File: config.mk
export PLATFORM = sky130hd
export DESIGN_NAME = idia_cell
export DESIGN_NICKNAME = d
export VERILOG_FILES = /design/src/idia_pkg.sv /design/src/idia_cell.sv
export SDC_FILE = /design/constraint.sdc
export NUM_CORES = 1
export LEC_CHECK = 0
export ABC_AREA = 0
export BUFFER_PORTS_ARGS = -buffer_cell sky130_fd_sc_hd__buf_4
export CORE_ASPECT_RATIO = 0.9
export CORE_UTILIZATION = 42
export CTS_BUF_LIST = sky130_fd_sc_hd__clkbuf_8
export DETAILED_ROUTE_END_ITERATION = 8
export GPL_TIMING_DRIVEN = 0
export PLACE_DENSITY = 0.79
export SYNTH_ARGS = -nofsm -noshare
export SYNTH_HDL_FRONTEND = slang
export SYNTH_SLANG_ARGS = --single-unit
File: constraint.sdc
create_clock -name i_clk -period 3.3 [get_ports i_clk]
set_clock_uncertainty 0.2 [all_clocks]
set_input_delay 0.165 -clock i_clk [delete_from_list [all_inputs] [get_ports i_clk]]
set_output_delay 0.165 -clock i_clk [all_outputs]
set_load 0.03 [all_outputs]
File: src/idia_pkg.sv
// Shared types and constants for the indexed insert/delete array.
// No dependencies; every other file of the block imports this package.
`default_nettype none

package idia_pkg;

    localparam int DEPTH      = 16;
    localparam int DATA_WIDTH = 32;

    // Fixed field widths of the word interfaces.
    localparam int MODE_W  = 3;
    localparam int SLOT_W  = 5;
    localparam int VAL_W   = 32;
    localparam int HIT_W   = 4;
    localparam int STAT_W  = 2;
    localparam int ECNT_W  = 5;
    localparam int CFG_W   = 5;

    // Derived internal widths.
    localparam int IDX_W = $clog2(DEPTH);
    localparam int CNT_W = $clog2(DEPTH + 1);
    localparam int CMP_W = (CNT_W > SLOT_W) ? CNT_W : SLOT_W;

    localparam logic [CFG_W-1:0] CAP_RESET = CFG_W'(16);

    typedef enum logic [MODE_W-1:0] {
        MODE_APPEND = 3'd0,
        MODE_INSERT = 3'd1,
        MODE_EDIT   = 3'd2,
        MODE_DELETE = 3'd3,
        MODE_GET    = 3'd4,
        MODE_FIND   = 3'd5
    } t_mode;

    typedef enum logic [STAT_W-1:0] {
        ST_OK     = 2'd0,
        ST_FULL   = 2'd1,
        ST_EMPTY  = 2'd2,
        ST_BADIDX = 2'd3
    } t_status;

    // Command broadcast to every cell of the chain.
    typedef struct packed {
        logic                  we;
        t_mode                 mode;
        logic [CMP_W-1:0]      idx;
        logic [CMP_W-1:0]      count;
        logic [DATA_WIDTH-1:0] word;
    } t_cell_cmd;

    typedef struct packed {
        logic [VAL_W-1:0]  read_value;
        logic              hit;
        logic [HIT_W-1:0]  hit_index;
        t_status           status;
        logic [ECNT_W-1:0] entry_count;
        logic              full_flag;
        logic              empty_flag;
    } t_result;

endpackage

`default_nettype wire

File: src/idia_cell.sv
// One storage cell of the array chain: holds one entry, loads, shifts in
// from a neighbor or holds, and reports a match against the search word.
// Depends on idia_pkg.
`default_nettype none

module idia_cell
    import idia_pkg::*;
(
    input  wire logic                  i_clk,
    input  wire t_cell_cmd             i_cmd,
    input  wire logic [IDX_W-1:0]      i_pos,
    input  wire logic [DATA_WIDTH-1:0] i_left,
    input  wire logic [DATA_WIDTH-1:0] i_right,
    output logic      [DATA_WIDTH-1:0] o_word,
    output logic                       o_match
);

    logic [DATA_WIDTH-1:0] r_word;
    logic [DATA_WIDTH-1:0] n_word;
    logic [CMP_W-1:0]      pos;
    logic [CMP_W-1:0]      pos_next;

    assign pos      = CMP_W'(i_pos);
    assign pos_next = pos + CMP_W'(1);

    always_comb begin
        n_word = r_word;
        if (i_cmd.we) begin
            case (i_cmd.mode)
                MODE_APPEND: begin
                    if (pos == i_cmd.count) n_word = i_cmd.word;
                end
                MODE_INSERT: begin
                    // Entries from the insert point up to the old end move up one.
                    if (pos == i_cmd.idx) begin
                        n_word = i_cmd.word;
                    end else if (pos > i_cmd.idx && pos <= i_cmd.count) begin
                        n_word = i_left;
                    end
                end
                MODE_EDIT: begin
                    if (pos == i_cmd.idx) n_word = i_cmd.word;
                end
                MODE_DELETE: begin
                    if (pos >= i_cmd.idx && pos_next < i_cmd.count) n_word = i_right;
                end
                default: begin
                    n_word = r_word;
                end
            endcase
        end
    end

    always_ff @(posedge i_clk) begin
        r_word <= n_word;
    end

    assign o_word  = r_word;
    assign o_match = (r_word == i_cmd.word) && (pos < i_cmd.count);

endmodule

`default_nettype wire

-- Word level (Yosys, flattened, before mapping)
Index checks and enable logic that the tools add are counted.
- register bits after elaboration: 32
- bits in read-only memories: 0
- output and inout bits: 33
- bits in latches: 0
- RAM bits: 0
- memories kept: 0
- logic and storage cells: 29
- input bits: 115
- shift-type cells: 0
- eq/ne operators: 10
- bitwise gates (word level): 0
- divide/modulo/power cells: 0
- add/sub/neg operators: 1
- mux-type cells: 6
- $mul: 0
- reductions and logical operators: 6
- $lt $le $gt $ge: 5
- operators with widths (kind ; count):
    $mux W32 ; 5
    $pmux W32 S4 ; 1
    $eq A32 B32 Y1 ; 1
    $eq A4 B5 Y1 ; 2
    $eq A3 B2 Y1 const B ; 2
    $ne A2 B2 Y1 const B ; 3
    $reduce_and A6 Y1 ; 1
    $add A4 B1 Y5 const B ; 1
    $ge A4 B5 Y1 ; 1
    $gt A4 B5 Y1 ; 1
    $le A4 B5 Y1 ; 1
    $lt A4 B5 Y1 ; 1
    $lt A5 B5 Y1 ; 1
    $reduce_bool A4 Y1 ; 1
    $eq A3 B1 Y1 const B ; 1
    $logic_and A1 B1 Y1 ; 3
    $logic_not A3 Y1 ; 1
    $ne A3 B3 Y1 const B ; 1

-- Longest topological paths before layout
Gate-level depths: netlist of the first run.
- word-level depth: 5
- depth in mapped cells: 8
- depth with buffers taken out: 8

-- Worst setup path after synthesis of the first run
No wires, ideal clock.
- kind: in2reg
- start point: input port i_pos[0]
- end point: register r_word[0] (netlist: o_word[0]), enable pin
- path buffers: 0
- data arrival time: 2.579 ns
- library setup time: 0.416 ns
- data required time: 2.684 ns
- cell stages on the path: 8
- path slack: 0.105 ns
- cell sequence: ha_1 and3_1 ha_1 a21o_1 a21oi_1 o211ai_1 o21ai_0 nor3b_2
- longest elaborated chain between the ends: 5
- ends and longest elaborated chain (item ; line ; RTL):
    start: declaration ; idia_cell.sv:11 ; input wire logic [IDX_W-1:0] i_pos,
    $add A4 B1 Y5 ; idia_cell.sv:24 ; assign pos_next = pos + CMP_W'(1);
    $lt A5 B5 Y1 ; idia_cell.sv:45 ; if (pos >= i_cmd.idx && pos_next < i_cmd.count) n_word = i_right;
    $logic_and A1 B1 Y1 ; idia_cell.sv:45 ;
    $ne A2 B2 Y1 (no source line) ; - ;
    $reduce_and A6 Y1 (no source line) * ; - ;
    end signal: assignment ; idia_cell.sv:55 ; r_word <= n_word;
    end: declaration ; idia_cell.sv:18 ; logic [DATA_WIDTH-1:0] r_word;
Every way passes the cells marked *; elsewhere a longest branch is shown, timed or not.
A chain may end at the register's enable or synchronous reset.

-- Worst setup path in the final report of the first run
- start point: input port i_pos[0]
- end point: register r_word[18] (netlist: o_word[18]), enable pin
The elaborated chain is that of the path after synthesis.

==> results of run 1 <==
-- worst max path at each step --
stage / endpoint / cells past startpoint / startpoint / slack, ns
6_report: o_word[18]$_DFFE_PP_ / 10 / i_pos[0] / 0.52
5_1_grt: o_word[18]$_DFFE_PP_ / 9 / i_pos[0] / 0.30
4_1_cts: o_word[5]$_DFFE_PP_ / 9 / i_pos[0] / 0.50
3_5_place_dp: o_word[12]$_DFFE_PP_ / 10 / i_pos[0] / 0.22
3_3_place_gp: o_word[21]$_DFFE_PP_ / 8 / i_pos[0] / -0.80
2_1_floorplan: o_word[0]$_DFFE_PP_ / 8 / i_pos[0] / 0.10
-- worst min-delay path, cell delays in order --
cell     delay [ns]
buf_4          0.08
a22oi_1        0.05
o21ai_1        0.07
-- cell families (layout without fill, tap and decap cells) --
| group | after synthesis | after routing | synth area share |
|---|---|---|---|
| compound gates | 109 | 109 | 0.3289 |
| fa+ha+maj | 14 | 14 | 0.06607 |
| flops | 32 | 32 | 0.3624 |
| simple gates | 26 | 26 | 0.07268 |
| xor+xnor | 34 | 34 | 0.1123 |
| buf+inv | 27 | 198 | 0.05757 |
-- final cells by class --
class                           count  share of cell area
Multi-Input combinational cell    183              0.3731
Timing Repair Buffer              164              0.3127
Sequential cell                    32              0.2322
Buffer                             17             0.02782
Tap cell                           87             0.02631
Clock buffer                        5             0.01663
Inverter                           10            0.009072
Clock inverter                      2            0.002117
-- cell usage in the layout, fill, tap and decap left out, drive strengths merged --
cell and instances:
buf 158, nand2b 2, a21o 2, nor2 2, nand3b 1, ha 14
o21ai 35, nor3 2, nand4 3, a211oi 2, o2111ai 1, clkinv 1
a22oi 64, nand3 2, nor4 8, nand4b 1, nor3b 2, a21oi 4
xnor2 1, inv 11, clkbuf 11, and3 1, edfxtp 32, o211ai 1
and4 1, dlygate4sd3 17, nor2b 1, xor2 33
-- stage by stage --
stage / instance area, um^2 / worst slack (ns) / setup TNS (ns)
finish: 4138 / 0.5165 / 0
global route: 4138 / 0.2972 / 0
detailed placement: 3890 / 0.2161 / 0
global placement: 3856 / -0.8008 / -25.61
CTS: 4138 / 0.4951 / 0
floorplan: 2651 / 0.1046 / 0
-- metal layers --
metal,vias to the layer above,GRT usage,part of all wire
met5,-,0,0
met4,0,0.05833,0.017
met3,15,0.06277,0.067
met2,120,0.4520,0.49
met1,1287,0.3282,0.42
li1,1307,-,-
-- cells in the mapped netlist --
library cell | number | area share
a22oi_1 | 34 | 0.096
xor2_1 | 33 | 0.11
edfxtp_1 | 32 | 0.36
a22oi_2 | 30 | 0.14
o21ai_1 | 30 | 0.057
ha_1 | 14 | 0.066
inv_1 | 10 | 0.014
nor4_1 | 8 | 0.019
buf_6 | 6 | 0.025
clkbuf_1 | 6 | 0.0085
buf_2 | 5 | 0.0094
o21ai_0 | 5 | 0.0094
a21oi_1 | 4 | 0.0076
nand4_1 | 3 | 0.0071
a211oi_1 | 2 | 0.0057
a21o_1 | 2 | 0.0057
nand2b_1 | 2 | 0.0047
nor3_1 | 2 | 0.0038
and3_1 | 1 | 0.0024
and4_4 | 1 | 0.0042
nand3_1 | 1 | 0.0019
nand3_2 | 1 | 0.0038
nand3b_1 | 1 | 0.0028
nand4b_1 | 1 | 0.0033
nor2_1 | 1 | 0.0014
nor2_4 | 1 | 0.0042
nor2b_1 | 1 | 0.0024
nor3b_2 | 1 | 0.0047
nor3b_4 | 1 | 0.0071
o2111ai_1 | 1 | 0.0033
o211ai_1 | 1 | 0.0028
xnor2_1 | 1 | 0.0033
-- power groups by stage --
stage	clock (mW)	combinational [mW]	sequential, mW
floorplan	0	0.151	0.511
global placement	0	0.356	0.485
detailed placement	0	0.368	0.486
CTS	0.287	0.386	0.477
global route	0.306	0.417	0.478
finish	0.284	0.387	0.477
==> out/summary.txt, run 1 <==
Sequential Power Share: 0.416
Largest net degree at the start of global routing: 18
Crit-path max cell delay: 0.81 ns
First-pass GRT wire length: 13,480 um
HP Class: in -> reg
Post-DRT Antenna Nets: 0
Pwr/cell area: 277.2 nW/um^2
Final Critical Period: 2.783 ns
Syn nets: 371
Hold WS: -0.001055 ns
Dpl hpwl: 6658 um
Slew headroom: 0.3698
Max Freq: 359.3 MHz
Detailed Routing Iterations Pass 1: 5
Vert. Die Dim: 77.38 um
Gr ovfl total: 0
Cell at the slowest stage of the critical path: nor3b_4
Leakage dissipation: 1.713 nW
Yosys warns: 0
Post-Syn Area: 2651 um^2
Logic pwr share: 0.337
Mapped Cells: 242
Mean Syn Cell Area: 10.96 um^2
Netlist cell types: 32
Root Buffer: clkbuf_8
Setup violations, final: 0
Fillers: 498
Crit path DAT: 2.57 ns
Area Growth Syn to Fin: 56.06%
Proportion of power drawn by the clock network: 0.247
Site row count: 27
Final nets: 542
CP dominant cell by count: ha_1
Sequential Area: 960.9 um^2
#FFs+latches synth: 32
Hold Vio Cnt, Final: 2
Largest delay contributor family on the critical path: simple AND/OR/NAND/NOR gates
Sw frac: 0.2939
# DRC: 0
Failing checks: hold timing
Fin crit share: 0.8435
Net Sw Power: 0.3371 mW
Area of the multi-input gates: 1544 um^2
Finished Core Util: 0.6767
Outcome: finished, violations left
I/O Buffers: 146
WP buf/inv: 2
Hold path startpoint: i_right[4]
Fraction of layout cells with a size suffix above 1: 0.4818
Setup Buffers After CTS: 0
Crit start category: input port
Routed via count: 2,729
Unrepaired setup endpoints after global routing: false
Total power: 1.147 mW
Ant diodes: 0
Internal power: 0.8100 mW
Seq/Total Area, Yosys: 0.3624
Die W: 85.75 um
CP Capture Type: flip-flop
Hold depth: 3
CTS tree: done
CP Class: in -> reg
H-Tree Depth: 2
VDD IR max: 0.2809 mV
Routed length per instance: 17.16 um
Initial core utilization: 0.4336
WL final: 8580 um
Max cap viols: 0
Slew Viols, Final: 0
CP Cell Sequence: buf_4, ha_1, and3_1, ha_1, a21o_1, a21oi_1, o211ai_1, o21ai_0, nor3b_4, buf_16
Layout Cells excl Fill: 500
Gpl congestion: 0.8628
Worst slew pin tran: 0.9444 ns
Hold_buf cts: 17
Hold Path Sink: o_word[4]$_DFFE_PP_
Vias in the first global route: 2,767
Cts repair resizes: 0
CP Max Fanout: 17
CTS sink cnt: 32
I/O Pins: 148
Die area: 6635 um^2
Worst Path Required: 3.08 ns
Initial antenna violation count: 0
Vias per inst: 5.458
Placed Instances: 476
CTS Buf Count: 5
Longest Clk Path Bufs: 2
Core area: 6115 um^2
Global-route total usage across every layer: 0.2608
Worst-path clk slew: 0.07 ns
Iter 0 DRT Violations: 182
Largest register FFs: 32
No activity file was read; power rests on OpenSTA's default activity.
==> inputs of run 2 (changes only) <==
--- a/config.mk
+++ b/config.mk
@@ -8,11 +8,11 @@
 export ABC_AREA = 0
 export BUFFER_PORTS_ARGS = -buffer_cell sky130_fd_sc_hd__buf_4
 export CORE_ASPECT_RATIO = 0.9
-export CORE_UTILIZATION = 42
+export CORE_UTILIZATION = 46
 export CTS_BUF_LIST = sky130_fd_sc_hd__clkbuf_8
 export DETAILED_ROUTE_END_ITERATION = 8
 export GPL_TIMING_DRIVEN = 0
-export PLACE_DENSITY = 0.79
+export PLACE_DENSITY = 0.82
 export SYNTH_ARGS = -nofsm -noshare
 export SYNTH_HDL_FRONTEND = slang
 export SYNTH_SLANG_ARGS = --single-unit
==> constraint.sdc (replaced) <==
create_clock -name i_clk -period 2.7 [get_ports i_clk]
set_clock_uncertainty 0.2 [all_clocks]
set_input_delay 0.135 -clock i_clk [delete_from_list [all_inputs] [get_ports i_clk]]
set_output_delay 0.135 -clock i_clk [all_outputs]
set_load 0.03 [all_outputs]
==> run 2 against run 1 <==
Effect of this change:
- the flow now finishes without violations
- largest power group unchanged
- clock-buffer cell count did not move
- via count rose by 17%
- utilization rose by 17 points
==> out/summary.txt, run 2 (synthesis gave the netlist of run 1 again) <==
H-Tree Depth: 2
Area Growth Syn to Fin: 72.30%
I/O Pins: 148
Final WS setup: 0.1305 ns
Proportion of power drawn by the clock network: 0.290
Ant diodes: 0
Pwr/cell area: 353.5 nW/um^2
Placed Area: 3867 um^2
Worst Path Required: 2.54 ns
GR Util met1: 0.3914
Setup TNS: 0 ns
Dpl ws: -0.2988 ns
Gr ovfl total: 0
CTS Buf Count: 5
Max Freq: 389.2 MHz
CP Class: in -> reg
Post-route cell area: 4568 um^2
Worst slew pin tran: 0.5386 ns
Internal power: 1.143 mW
Cell at the slowest stage of the critical path: dlygate4sd3_1
Hold WS: 0.004239 ns
Routed via count: 3,185
Hold Vio Cnt, Final: 0
Placed Instances: 456
Routed length per instance: 21.03 um
Net Sw Power: 0.4722 mW
Commonest non-fill, non-tap cells in the layout: 150 x buf_4, 54 x dlygate4sd3_1, 34 x a22oi_1
Initial antenna violation count: 0
WP buf/inv: 4
I/O Buffers: 146
Crit-path max cell delay: 0.59 ns
Sequential Area: 960.9 um^2
Leakage dissipation: 1.909 nW
Post-DRT Antenna Nets: 0
CTS tree: done
Initial core utilization: 0.4899
Vias in the first global route: 3,231
Sequential Power Share: 0.361
Layout Cells excl Fill: 523
Crit start category: input port
Fillers: 306
Outcome: finished, final reports clean
Die area: 6072 um^2
Finished Core Util: 0.8442
Iter 0 DRT Violations: 236
Logic pwr share: 0.348
Slew headroom: 0.6410
Unrepaired setup endpoints after global routing: false
Worst-path clk slew: 0.07 ns
VDD IR max: 0.2071 mV
Vias per inst: 6.090
Largest register FFs: 32
Met3 global-route usage: 0.09571
Total power: 1.615 mW
Fraction of layout cells with a size suffix above 1: 0.4539
Global-route total usage across every layer: 0.3570
Area of the multi-input gates: 1549 um^2
Final nets: 584
Core area: 5411 um^2
First-pass GRT wire length: 15,930 um
Crit path DAT: 2.41 ns
Met2 GRT Util: 0.6428
CTS sink cnt: 32
Root Buffer: clkbuf_8
Slew Viols, Final: 0
HP Class: in -> reg
CP Max Fanout: 10
Largest delay contributor family on the critical path: buffers and inverters
CP Capture Type: flip-flop
Fin crit share: 0.9517
Commonest non-fill, non-tap cell in the layout: buf_4
CP Cell Sequence: buf_4, inv_1, ha_1, nand3_2, nor3b_4, nor2_4, buf_6, a22oi_2, o21ai_1, dlygate4sd3_1
WL final: 11,000 um
Site row count: 25
Dpl hpwl: 6984 um
Setup violations, final: 0
Detailed Routing Iterations Pass 1: 5
Vert. Die Dim: 74.03 um
Longest Clk Path Bufs: 2
Gpl congestion: 0.9356
Top Usage Layer GRT: met2
Max cap viols: 0
Largest net degree at the start of global routing: 19
# DRC: 0
Die W: 82.03 um
Final Critical Period: 2.570 ns
Sw frac: 0.2924
==> run 2: changes by cell type in the layout (fill, tap and decap cells not counted) <==
cell	previous run	this run
buf_12	0	1
buf_4	146	150
bufinv_16	0	1
dlygate4sd3_1	17	54
ha_1	14	13
ha_2	0	1
nor2_1	1	0
nor2_2	0	1
o21ai_0	5	4
o21ai_1	30	31
==> run 2: what timing repair did <==
item                                    4_1_cts  5_1_grt
buffers inserted                              0        5
gates resized for setup                       0        1
hold buffers                                 54        0
hold endpoints to repair                     32        0
endpoints found under the setup margin       18       19
pin swaps                                     1        1
==> run 2: tightest hold or removal path, delay by kind of cell <==
family,cells,cell delay (ns)
buffers and inverters,1,0.10
AOI/OAI and AO/OA,2,0.14
==> run 2: final cells by class <==
type,instances,area share
Tap cell,67,0.01835
Clock inverter,3,0.008491
Sequential cell,32,0.2104
Timing Repair Buffer,206,0.3752
Clock buffer,5,0.01506
Buffer,17,0.02520
Multi-Input combinational cell,183,0.3391
Inverter,10,0.008217
==> run 2: per-layer routing <==
layer / part of all wire / routed length (um)
met1: 0.35 / 3876
met2: 0.51 / 5631
met3: 0.099 / 1091
met4: 0.036 / 400
met5: 0 / 0
==> run 2: final timing paths <==
kind                  start              endpoint  slack (ns)  cells after the start
setup / recovery   i_pos[0]  o_word[21]$_DFFE_PP_        0.13                     10
hold / removal    i_cmd[24]  o_word[24]$_DFFE_PP_       0.004                      3
==> run 2: power groups by stage <==
stage	Combinational [mW]	Sequential, mW	Clock, mW
2_1_floorplan	0.186	0.624	0
3_3_place_gp	0.438	0.593	0
3_5_place_dp	0.453	0.594	0
4_1_cts	0.531	0.583	0.461
5_1_grt	0.595	0.585	0.477
6_report	0.563	0.584	0.469
